## config.mk

```make
export PLATFORM = sky130hd
export DESIGN_NAME = ioc_edge_interrupt_unit
export DESIGN_NICKNAME = d
export VERILOG_FILES = /design/src/rtl/ioc_pkg.sv /design/src/rtl/ioc_cfg_regs.sv /design/src/rtl/ioc_eval.sv /design/src/rtl/ioc_edge_interrupt_unit.sv
export SDC_FILE = /design/constraint.sdc
export NUM_CORES = 1
export LEC_CHECK = 0
export ABC_AREA = 1
export ABC_CLOCK_PERIOD_IN_PS = 3520
export BUFFER_PORTS_ARGS = -buffer_cell sky130_fd_sc_hd__buf_2
export CORE_MARGIN = 1
export CORE_UTILIZATION = 60
export CTS_CLUSTER_SIZE = 8
export DETAILED_ROUTE_END_ITERATION = 7
export MAX_ROUTING_LAYER = met4
export PLACE_DENSITY_LB_ADDON = 0.25
export SYNTH_ARGS = -nofsm -noshare
export SYNTH_HDL_FRONTEND = slang
export SYNTH_SLANG_ARGS = --single-unit
```

## constraint.sdc

```tcl
create_clock -name clk_i -period 3.52 [get_ports clk_i]
set_input_delay 0 -clock clk_i [delete_from_list [all_inputs] [get_ports clk_i]]
set_output_delay 0 -clock clk_i [all_outputs]
set_load 0.03 [all_outputs]
```

## src/rtl/ioc_pkg.sv

```systemverilog
`default_nettype none

package ioc_pkg;

  localparam int unsigned PinCount = 8;
  localparam int unsigned PinW     = 3;
  localparam int unsigned IntCount = 4;
  localparam logic [7:0]  PinMask  = 8'((1 << PinCount) - 1);
  localparam logic [3:0]  SelNone  = 4'd8;
  localparam logic [3:0]  SelInt3  = 4'd3;

  typedef enum logic [2:0] {
    CfgInputMask     = 3'd0,
    CfgRiseEnable    = 3'd1,
    CfgFallEnable    = 3'd2,
    CfgIntMultiMode  = 3'd3,
    CfgIntPinSelect  = 3'd4,
    CfgIntEdges      = 3'd5,
    CfgIntEnables    = 3'd6,
    CfgIntPriorities = 3'd7
  } cfg_idx_e;

  typedef enum logic {
    CmdPinEvent = 1'b0,
    CmdFlagWrite = 1'b1
  } cmd_e;

  typedef struct packed {
    logic [7:0] input_mask;
    logic [7:0] rise_enable;
    logic [7:0] fall_enable;
    logic       int_multi_mode;
    logic [3:0] int_pin_select;
    logic [3:0] int_edges;
    logic [3:0] int_enables;
    logic [3:0] int_priorities;
  } cfg_t;

  typedef struct packed {
    cmd_e            cmd;
    logic [PinW-1:0] pin_index;
    logic            pin_level;
    logic [7:0]      flag_value;
  } item_t;

  typedef struct packed {
    logic       wake;
    logic       irq_high;
    logic       irq_request;
    logic [3:0] int_flag_set;
    logic       change_irq;
    logic [7:0] change_flags;
    logic [7:0] levels;
  } result_t;

endpackage

`default_nettype wire

```

## src/rtl/ioc_cfg_regs.sv

```systemverilog
`default_nettype none

module ioc_cfg_regs
  import ioc_pkg::*;
(
  input  wire logic       clk_i,
  input  wire logic       rst_ni,
  input  wire logic       cfg_valid_i,
  output logic            cfg_ready_o,
  input  wire logic [2:0] cfg_index_i,
  input  wire logic [7:0] cfg_data_i,
  output cfg_t            cfg_o
);

  cfg_t cfg_q;
  cfg_t cfg_d;

  assign cfg_ready_o = 1'b1;
  assign cfg_o       = cfg_q;

  always_comb begin
    cfg_d = cfg_q;
    if (cfg_valid_i) begin
      unique case (cfg_idx_e'(cfg_index_i))
        CfgInputMask:     cfg_d.input_mask     = cfg_data_i;
        CfgRiseEnable:    cfg_d.rise_enable    = cfg_data_i;
        CfgFallEnable:    cfg_d.fall_enable    = cfg_data_i;
        CfgIntMultiMode:  cfg_d.int_multi_mode = cfg_data_i[0];
        CfgIntPinSelect:  cfg_d.int_pin_select = cfg_data_i[3:0];
        CfgIntEdges:      cfg_d.int_edges      = cfg_data_i[3:0];
        CfgIntEnables:    cfg_d.int_enables    = cfg_data_i[3:0];
        CfgIntPriorities: cfg_d.int_priorities = cfg_data_i[3:0];
        default:          cfg_d = cfg_q;
      endcase
    end
  end

  always_ff @(posedge clk_i or negedge rst_ni) begin
    if (!rst_ni) begin
      cfg_q.input_mask     <= 8'hFF;
      cfg_q.rise_enable    <= 8'h00;
      cfg_q.fall_enable    <= 8'h00;
      cfg_q.int_multi_mode <= 1'b0;
      cfg_q.int_pin_select <= SelNone;
      cfg_q.int_edges      <= 4'hF;
      cfg_q.int_enables    <= 4'h0;
      cfg_q.int_priorities <= 4'hF;
    end else begin
      cfg_q <= cfg_d;
    end
  end

endmodule

`default_nettype wire

```

## src/rtl/ioc_eval.sv

```systemverilog
`default_nettype none

module ioc_eval
  import ioc_pkg::*;
(
  input  wire cfg_t       cfg_i,
  input  wire item_t      item_i,
  input  wire logic [7:0] pin_state_i,
  input  wire logic [7:0] flag_reg_i,
  output result_t         res_o
);

  logic [7:0] bit_sel;
  logic       old_lvl;
  logic       idx_ok;
  logic       evt;
  logic       is_int_pin;
  logic [1:0] int_idx;
  logic       multi_active;
  logic       int_edge;
  logic [3:0] int_bit;
  logic [7:0] chg_en;
  logic       chg_hit;

  always_comb begin
    bit_sel      = 8'd1 << item_i.pin_index;
    old_lvl      = |(pin_state_i & bit_sel);
    idx_ok       = ({1'b0, item_i.pin_index} < 4'(PinCount));
    evt          = (item_i.cmd == CmdPinEvent) && idx_ok && (old_lvl != item_i.pin_level);
    is_int_pin   = (item_i.pin_index < 3'(IntCount));
    int_idx      = item_i.pin_index[1:0];
    int_bit      = 4'd1 << int_idx;
    multi_active = (item_i.pin_index < 3'd3) ||
                   ({1'b0, item_i.pin_index} == SelInt3 && cfg_i.int_pin_select == SelInt3);
    int_edge     = (item_i.pin_level == cfg_i.int_edges[int_idx]);
    chg_en       = item_i.pin_level ? cfg_i.rise_enable : cfg_i.fall_enable;
    chg_hit      = evt && |(cfg_i.input_mask & chg_en & bit_sel);

    res_o              = '0;
    res_o.levels       = pin_state_i;
    res_o.change_flags = flag_reg_i;

    if (item_i.cmd == CmdFlagWrite) begin
      res_o.change_flags = item_i.flag_value & PinMask;
    end else if (evt) begin
      if (cfg_i.int_multi_mode) begin
        if (is_int_pin && multi_active && int_edge) begin
          res_o.int_flag_set = int_bit;
          if (cfg_i.int_enables[int_idx]) begin
            res_o.wake        = 1'b1;
            res_o.irq_request = 1'b1;
            res_o.irq_high    = (int_idx == 2'd0) ? 1'b1 : cfg_i.int_priorities[int_idx];
          end
        end
      end else if ({1'b0, item_i.pin_index} == cfg_i.int_pin_select) begin
        if (item_i.pin_level == cfg_i.int_edges[0]) begin
          res_o.int_flag_set = 4'd1;
          res_o.wake         = cfg_i.int_enables[0];
        end
      end

      res_o.levels = item_i.pin_level ? (pin_state_i | bit_sel) : (pin_state_i & ~bit_sel);

      if (chg_hit) begin
        res_o.wake         = 1'b1;
        res_o.change_irq   = 1'b1;
        res_o.change_flags = flag_reg_i | bit_sel;
      end
    end
  end

endmodule

`default_nettype wire

```

## src/rtl/ioc_edge_interrupt_unit.sv

```systemverilog
// An input transfer is held in the input register, checked for edges, then its result is
// held in the result register. Throughput: one item per cycle unless the output stalls;
// pin levels and flags update as the result registers.
// Reset (rst_ni low, asynchronous): pin levels and change flags clear, both stages empty,
// configuration returns to its documented defaults.
`default_nettype none

module ioc_edge_interrupt_unit
  import ioc_pkg::*;
(
  input  wire logic        clk_i,
  input  wire logic        rst_ni,
  input  wire logic        s_axis_tvalid,
  output logic             s_axis_tready,
  input  wire logic [15:0] s_axis_tdata,  // pin_index[2:0], pin_level[3], flag_value[11:4]
  input  wire logic        s_axis_tuser,  // cmd[0]
  output logic             m_axis_tvalid,
  input  wire logic        m_axis_tready,
  output logic [23:0]      m_axis_tdata,  // levels[7:0], change_flags[15:8], change_irq[16],
                                          // int_flag_set[20:17], irq_request[21],
                                          // irq_high[22], wake[23]
  input  wire logic        cfg_valid_i,
  output logic             cfg_ready_o,
  input  wire logic [2:0]  cfg_index_i,
  input  wire logic [7:0]  cfg_data_i
);

  cfg_t       cfg;
  item_t      in_q;
  logic       in_valid_q;
  logic       in_valid_d;
  result_t    res;
  result_t    res_q;
  logic       out_valid_q;
  logic       out_valid_d;
  logic [7:0] pin_state_q;
  logic [7:0] flag_reg_q;
  logic       out_adv;
  logic       load;
  logic       in_xfer;

  ioc_cfg_regs u_cfg (
    .clk_i       (clk_i),
    .rst_ni      (rst_ni),
    .cfg_valid_i (cfg_valid_i),
    .cfg_ready_o (cfg_ready_o),
    .cfg_index_i (cfg_index_i),
    .cfg_data_i  (cfg_data_i),
    .cfg_o       (cfg)
  );

  ioc_eval u_eval (
    .cfg_i       (cfg),
    .item_i      (in_q),
    .pin_state_i (pin_state_q),
    .flag_reg_i  (flag_reg_q),
    .res_o       (res)
  );

  assign out_adv       = !out_valid_q || m_axis_tready;
  assign load          = in_valid_q && out_adv;
  assign s_axis_tready = !in_valid_q || out_adv;
  assign in_xfer       = s_axis_tvalid && s_axis_tready;
  assign m_axis_tvalid = out_valid_q;
  assign m_axis_tdata  = res_q;

  always_comb begin
    in_valid_d = in_valid_q;
    if (in_xfer) begin
      in_valid_d = 1'b1;
    end else if (load) begin
      in_valid_d = 1'b0;
    end
    out_valid_d = out_valid_q;
    if (load) begin
      out_valid_d = 1'b1;
    end else if (m_axis_tready) begin
      out_valid_d = 1'b0;
    end
  end

  always_ff @(posedge clk_i or negedge rst_ni) begin
    if (!rst_ni) begin
      in_valid_q  <= 1'b0;
      out_valid_q <= 1'b0;
      pin_state_q <= 8'h00;
      flag_reg_q  <= 8'h00;
    end else begin
      in_valid_q  <= in_valid_d;
      out_valid_q <= out_valid_d;
      if (load) begin
        pin_state_q <= res.levels;
        flag_reg_q  <= res.change_flags;
      end
    end
  end

  always_ff @(posedge clk_i) begin
    if (in_xfer) begin
      in_q.cmd        <= cmd_e'(s_axis_tuser);
      in_q.pin_index  <= s_axis_tdata[2:0];
      in_q.pin_level  <= s_axis_tdata[3];
      in_q.flag_value <= s_axis_tdata[11:4];
    end
    if (load) begin
      res_q <= res;
    end
  end

  a_high_needs_req : assert property (@(posedge clk_i) disable iff (!rst_ni)
    m_axis_tvalid && res_q.irq_high |-> res_q.irq_request)
    else $error("irq_high without irq_request");

  a_req_needs_flag : assert property (@(posedge clk_i) disable iff (!rst_ni)
    m_axis_tvalid && res_q.irq_request |-> $onehot(res_q.int_flag_set) && res_q.wake)
    else $error("irq_request without a single INT flag and wake");

  a_chg_wakes : assert property (@(posedge clk_i) disable iff (!rst_ni)
    m_axis_tvalid && res_q.change_irq |-> res_q.wake)
    else $error("change interrupt without wake");

  a_state_tracks : assert property (@(posedge clk_i) disable iff (!rst_ni)
    load |=> pin_state_q == res_q.levels && flag_reg_q == res_q.change_flags)
    else $error("stored state differs from delivered result");

  a_flags_in_range : assert property (@(posedge clk_i) disable iff (!rst_ni)
    (flag_reg_q & ~PinMask) == 8'h00)
    else $error("change flag set beyond pin count");

endmodule

`default_nettype wire

```

**Yosys cells after proc, flatten, opt, wreduce, memory -nomap -nowiden**

Index checks and enable logic that the tools add are counted.
W data, S select, Z words.

- Muxes and demuxes: 26
- Divide/modulo/power cells: 0
- Order comparisons: 3
- Shifts and indexed selects: 2
- Bitwise logic cells: 12
- $mul: 0
- Reduce and logical (&&, ||, !) cells: 29
- Add/sub/neg operators: 0
- Equality and inequality tests: 13

Operator list:

| kind | count |
|---|---|
| $and A8 B8 Y8 | 4 |
| $mux W8 | 4 |
| $mux W16 | 1 |
| $or A8 B8 Y8 | 2 |
| $reduce_and A2 Y1 | 8 |
| $reduce_or A8 Y1 | 2 |
| $mux W1 | 13 |
| $eq A3 B3 Y1 const B | 4 |
| $eq A3 B2 Y1 const B | 3 |
| $mux W9 | 1 |
| $mux W4 | 2 |
| $not A8 Y8 | 1 |
| $shl A1 B3 Y8 const A | 1 |
| $logic_and A1 B1 Y1 | 7 |
| $mux W7 | 1 |
| $bmux W1 S2 | 3 |
| $not A1 Y1 | 5 |
| $reduce_or A5 Y1 | 1 |
| $eq A3 B4 Y1 | 1 |
| $eq A4 B2 Y1 const B | 1 |
| $reduce_bool A2 Y1 | 2 |
| $reduce_or A4 Y1 | 1 |
| $shl A1 B2 Y4 const A | 1 |
| $eq A3 B1 Y1 const B | 1 |
| 11 further kinds | 15 |

- Register bits: 96
- ROM bits: 0
- Memories: 0
- RAM bits: 0
- Latch bits: 0

**Longest topological paths before layout**

- Depth after elaboration: 9
- Gate-level depth with buffers: 15

**Hierarchy**

A second synthesis with hierarchy kept.

- Cell total of the unflattened synthesis: 487
- Area total of the unflattened synthesis: 4416.7 sq um

By module, submodules not included:

| module | area an instance (sq um) | cells an instance | instances | sequential area each (sq um) |
|---|---|---|---|---|
| ioc_edge_interrupt_unit | 1874.3 | 116 | 1 | 1561.5 |
| ioc_cfg_regs | 1711.6 | 195 | 1 | 1047.3 |
| ioc_eval | 830.8 | 176 | 1 | 0.0 |

**Worst setup path before layout**

Ideal clock, no wire load.

- Path type: register to register
- From: reg in_q[10] (netlist name)
- To: reg res_q (netlist bit m_axis_tdata[5]) (data pin)
- Arrival: 1.465 ns
- Cell stages (with the launch flop): 13
- Period minus slack after synthesis: 1.720 ns
- Path buffers: 2
- Required time: 3.265 ns
- Slack: 1.800 ns
- Cells stage by stage: edfxtp_1 > buf_6 > nand2_4 > nor2_8 > nand2_2 > nand2_2 > nor2_2 > a21oi_2 > nor2_4 > buf_6 > nand2_1 > nand2_1 > nand2_2

RTL lines:

| element | line | text |
|---|---|---|
| start: declaration | ioc_edge_interrupt_unit.sv:29 | `item_t in_q;` |
| end signal: assignment | ioc_edge_interrupt_unit.sv:106 | `res_q <= res;` |
| end: declaration | ioc_edge_interrupt_unit.sv:33 | `result_t res_q;` |

==> qor.txt <==
Final Max Slew Viols = 0
Failing checks = hold timing
Synth Area in Simple Gates = 23.9%
# H-tree levels = 3
Tcrit/Tclk final = 67.7%
Worst hold path type = in2reg
I/O pins = 60
RSZ-0062 raised after global routing = no
Placed cells = 598
Synth top area cells = edfxtp_1 (25%), dfrtp_1 (24%), nand2_1 (11%)
Seq cells post-synth = 95
Adder-cell share of the synthesized area = 0%
Clock slew at reported path FFs = 0.09 ns
Worst Tran Pin Value = 0.742 ns
Multiplexer share of the synthesized area = 0.770%
Worst rel slew slack = 50.5%
Syn_area_per_cell = 9.52 sq um
Synth Area in Compound Gates = 10.3%
Most frequent cells after synthesis = nand2_1 (128), o21ai_0 (46), dfrtp_1 (42), nor2_1 (39), edfxtp_1 (37)
Number of flops mapped to enable cells by yosys = 37
Seq/Total Area, Yosys = 58.9%
DRT Pass-1 Iters = 5
Gr ovfl total = 0
Endpoint class of the critical path = flip-flop
Synth area leader = edfxtp_1
DR vias = 3544
NumNets Final = 573
Ys flop type = dfrtp_1
Gpl congestion = 0.871
Post-synth cell types = 37
VDD IR max = 0.397 mV
Wire length per cell = 14.7 um
Critical path required time = 3.65 ns
Via density = 5.53
WHS = -0.00135 ns
Post-synthesis instance area = 4390 sq um
Outcome = complete, but fails checks
Ys async rst share = 61.1%
Synthesized Nets = 494
Critical path arrival = 2.51 ns
TritonCTS buffer count = 9
FILL cells = 483
Max_cap viols = 0
Post-route minimum period = 2.38 ns
Worst Skew = 0.00998 ns
LEAKAGE = 2.33 nW
Clock Sinks = 95
Synth warnings = 0
Placed Area = 4700 sq um
Total GRT Usage = 27.9%
Hold Vio Cnt, Final = 1
Achievable frequency = 419 MHz
Die Span X = 87.5 um
Maximum number of pins on one net before global-route repair = 35
Post-Route WL = 9440 um
Placeable Area = 6940 sq um
Post-Layout Cell Count = 641
Number of global-route vias before repair = 3303
Residual DRC = 0
CTS tree = yes
Post-Place Setup Slack = 1.20 ns
Share of layout cells above drive strength 1 = 22.9%
Final core occ = 74.5%
Worst setup SP type = flip-flop
Rows = 30
Power per cell area = 591 nW/um^2
Register-to-register setup slack = 1.14 ns
DR iter-0 viols = 257
Post-Synthesis Cells = 461
Setup violators final = 0
CTS root buffer = clkbuf_8
Worst-Skew Late Latency = 0.36 ns
Final Power = 3.06 mW
Worst Slack Setup Final = 1.14 ns
CP max FO = 24
Post-DP HPWL = 6160 um
Diodes inserted = 0
Largest family of logic cells by synthesized area = simple AND/OR/NAND/NOR gates
Final ANT Viol Nets = 0
XOR/XNOR Fraction of Synth Area = 0.399%
Initial antenna violation count = 0
Register Area = 2580 sq um
Most numerous cell in the Yosys netlist = nand2_1
First-pass GRT wire length = 15500 um
Port bufs = 54
Die area = 7660 sq um
Clk buf depth = 2
Multi-input logic area = 1550 sq um
Critical path class = reg2reg
Initial Util = 63.2%
Setup_tns = 0 ns
Die H = 87.5 um
Top cell type's share of synthesized area = 25.3%
Area Overhead vs Synth = 17.9%
Design area = 5170 sq um
[cells by family (layout without fill, tap and decap cells)]
group	count (synthesis)	after routing
buffers and inverters	53	137
multiplexers	3	3
AO/OA/AOI/OAI	80	80
flip-flops	95	95
other	1	1
AND/OR/NAND/NOR	227	227
XOR/XNOR	2	2
[power breakdown]
part	switching [mW]	leakage [nW]	internal, mW
sequential	0.149	1.05	1.44
combinational	0.494	1.19	0.261
clock	0.380	0.0973	0.334
[what timing repair did]
action | CTS | global route
endpoints found under the setup margin | 0 | 0
hold buffers | 27 | 0
setup buffers | 0 | 0
resized for setup | 0 | 0
hold endpoints to repair | 54 | 0
[area by class of cell]
class / instances / area share, %
Clock buffer: 10 / 2.47
Clock inverter: 6 / 1.33
Inverter: 37 / 2.73
Multi-Input combinational cell: 313 / 30.1
Sequential cell: 95 / 50.0
Tap cell: 96 / 2.32
Timing Repair Buffer: 84 / 11.1
[registers in the layout, indices dropped and copies added, names as in the netlist]
register and cells:
m_axis_tvalid 1, pin_state_q 8, u_cfg.cfg_o 40, in_valid_q 1
in_q 13, flag_reg_q 8, m_axis_tdata 24
[placed cells by master, fill, tap and decap left out, types with 3 or more instances in the layout]
| cell type | n |
|---|---|
| nand2_2 | 6 |
| mux2_2 | 3 |
| dfstp_2 | 16 |
| edfxtp_1 | 37 |
| inv_1 | 33 |
| nor3_1 | 4 |
| dlygate4sd3_1 | 27 |
| nand3_2 | 10 |
| dfrtp_1 | 42 |
| buf_2 | 54 |
| nor2_4 | 3 |
| nand2_1 | 128 |
| nand3_1 | 21 |
| a21oi_1 | 13 |
| o21a_1 | 6 |
| nor2_1 | 39 |
| nor2_2 | 7 |
| nand4_1 | 5 |
| clkbuf_8 | 9 |
| o211ai_1 | 5 |
| a31oi_1 | 3 |
| o21ai_0 | 46 |
[routing by layer]
metal  global-route usage [%]  routed length (um)
met5                        -                   0
met4                     14.0                 291
met3                     3.89                 416
met2                     44.4                4720
met1                     35.1                4020
[path summary, 6_finish.rpt]
check / from / to / depth (start not counted)
max: in_q[11] / m_axis_tdata[4] / 9
min: cfg_data_i[0] / u_cfg.cfg_o[8] / 3
max reg2reg: in_q[11] / m_axis_tdata[4] / 9
min reg2reg: flag_reg_q[6] / flag_reg_q[6] / 2
max in group asynchronous: rst_ni / u_cfg.cfg_o[39] / 3
min in group asynchronous: rst_ni / u_cfg.cfg_o[20] / 2
[worst max-delay path, cell delays in order (launching register included)]
cell	delay, ns
edfxtp_1	0.69
inv_4	0.14
nand4_1	0.14
nand2_2	0.07
nor2_2	0.18
a21oi_2	0.10
nor2_4	0.55
nand2_1	0.12
nand2_1	0.11
nand2_2	0.06
Power figures use the tool's default switching activity.
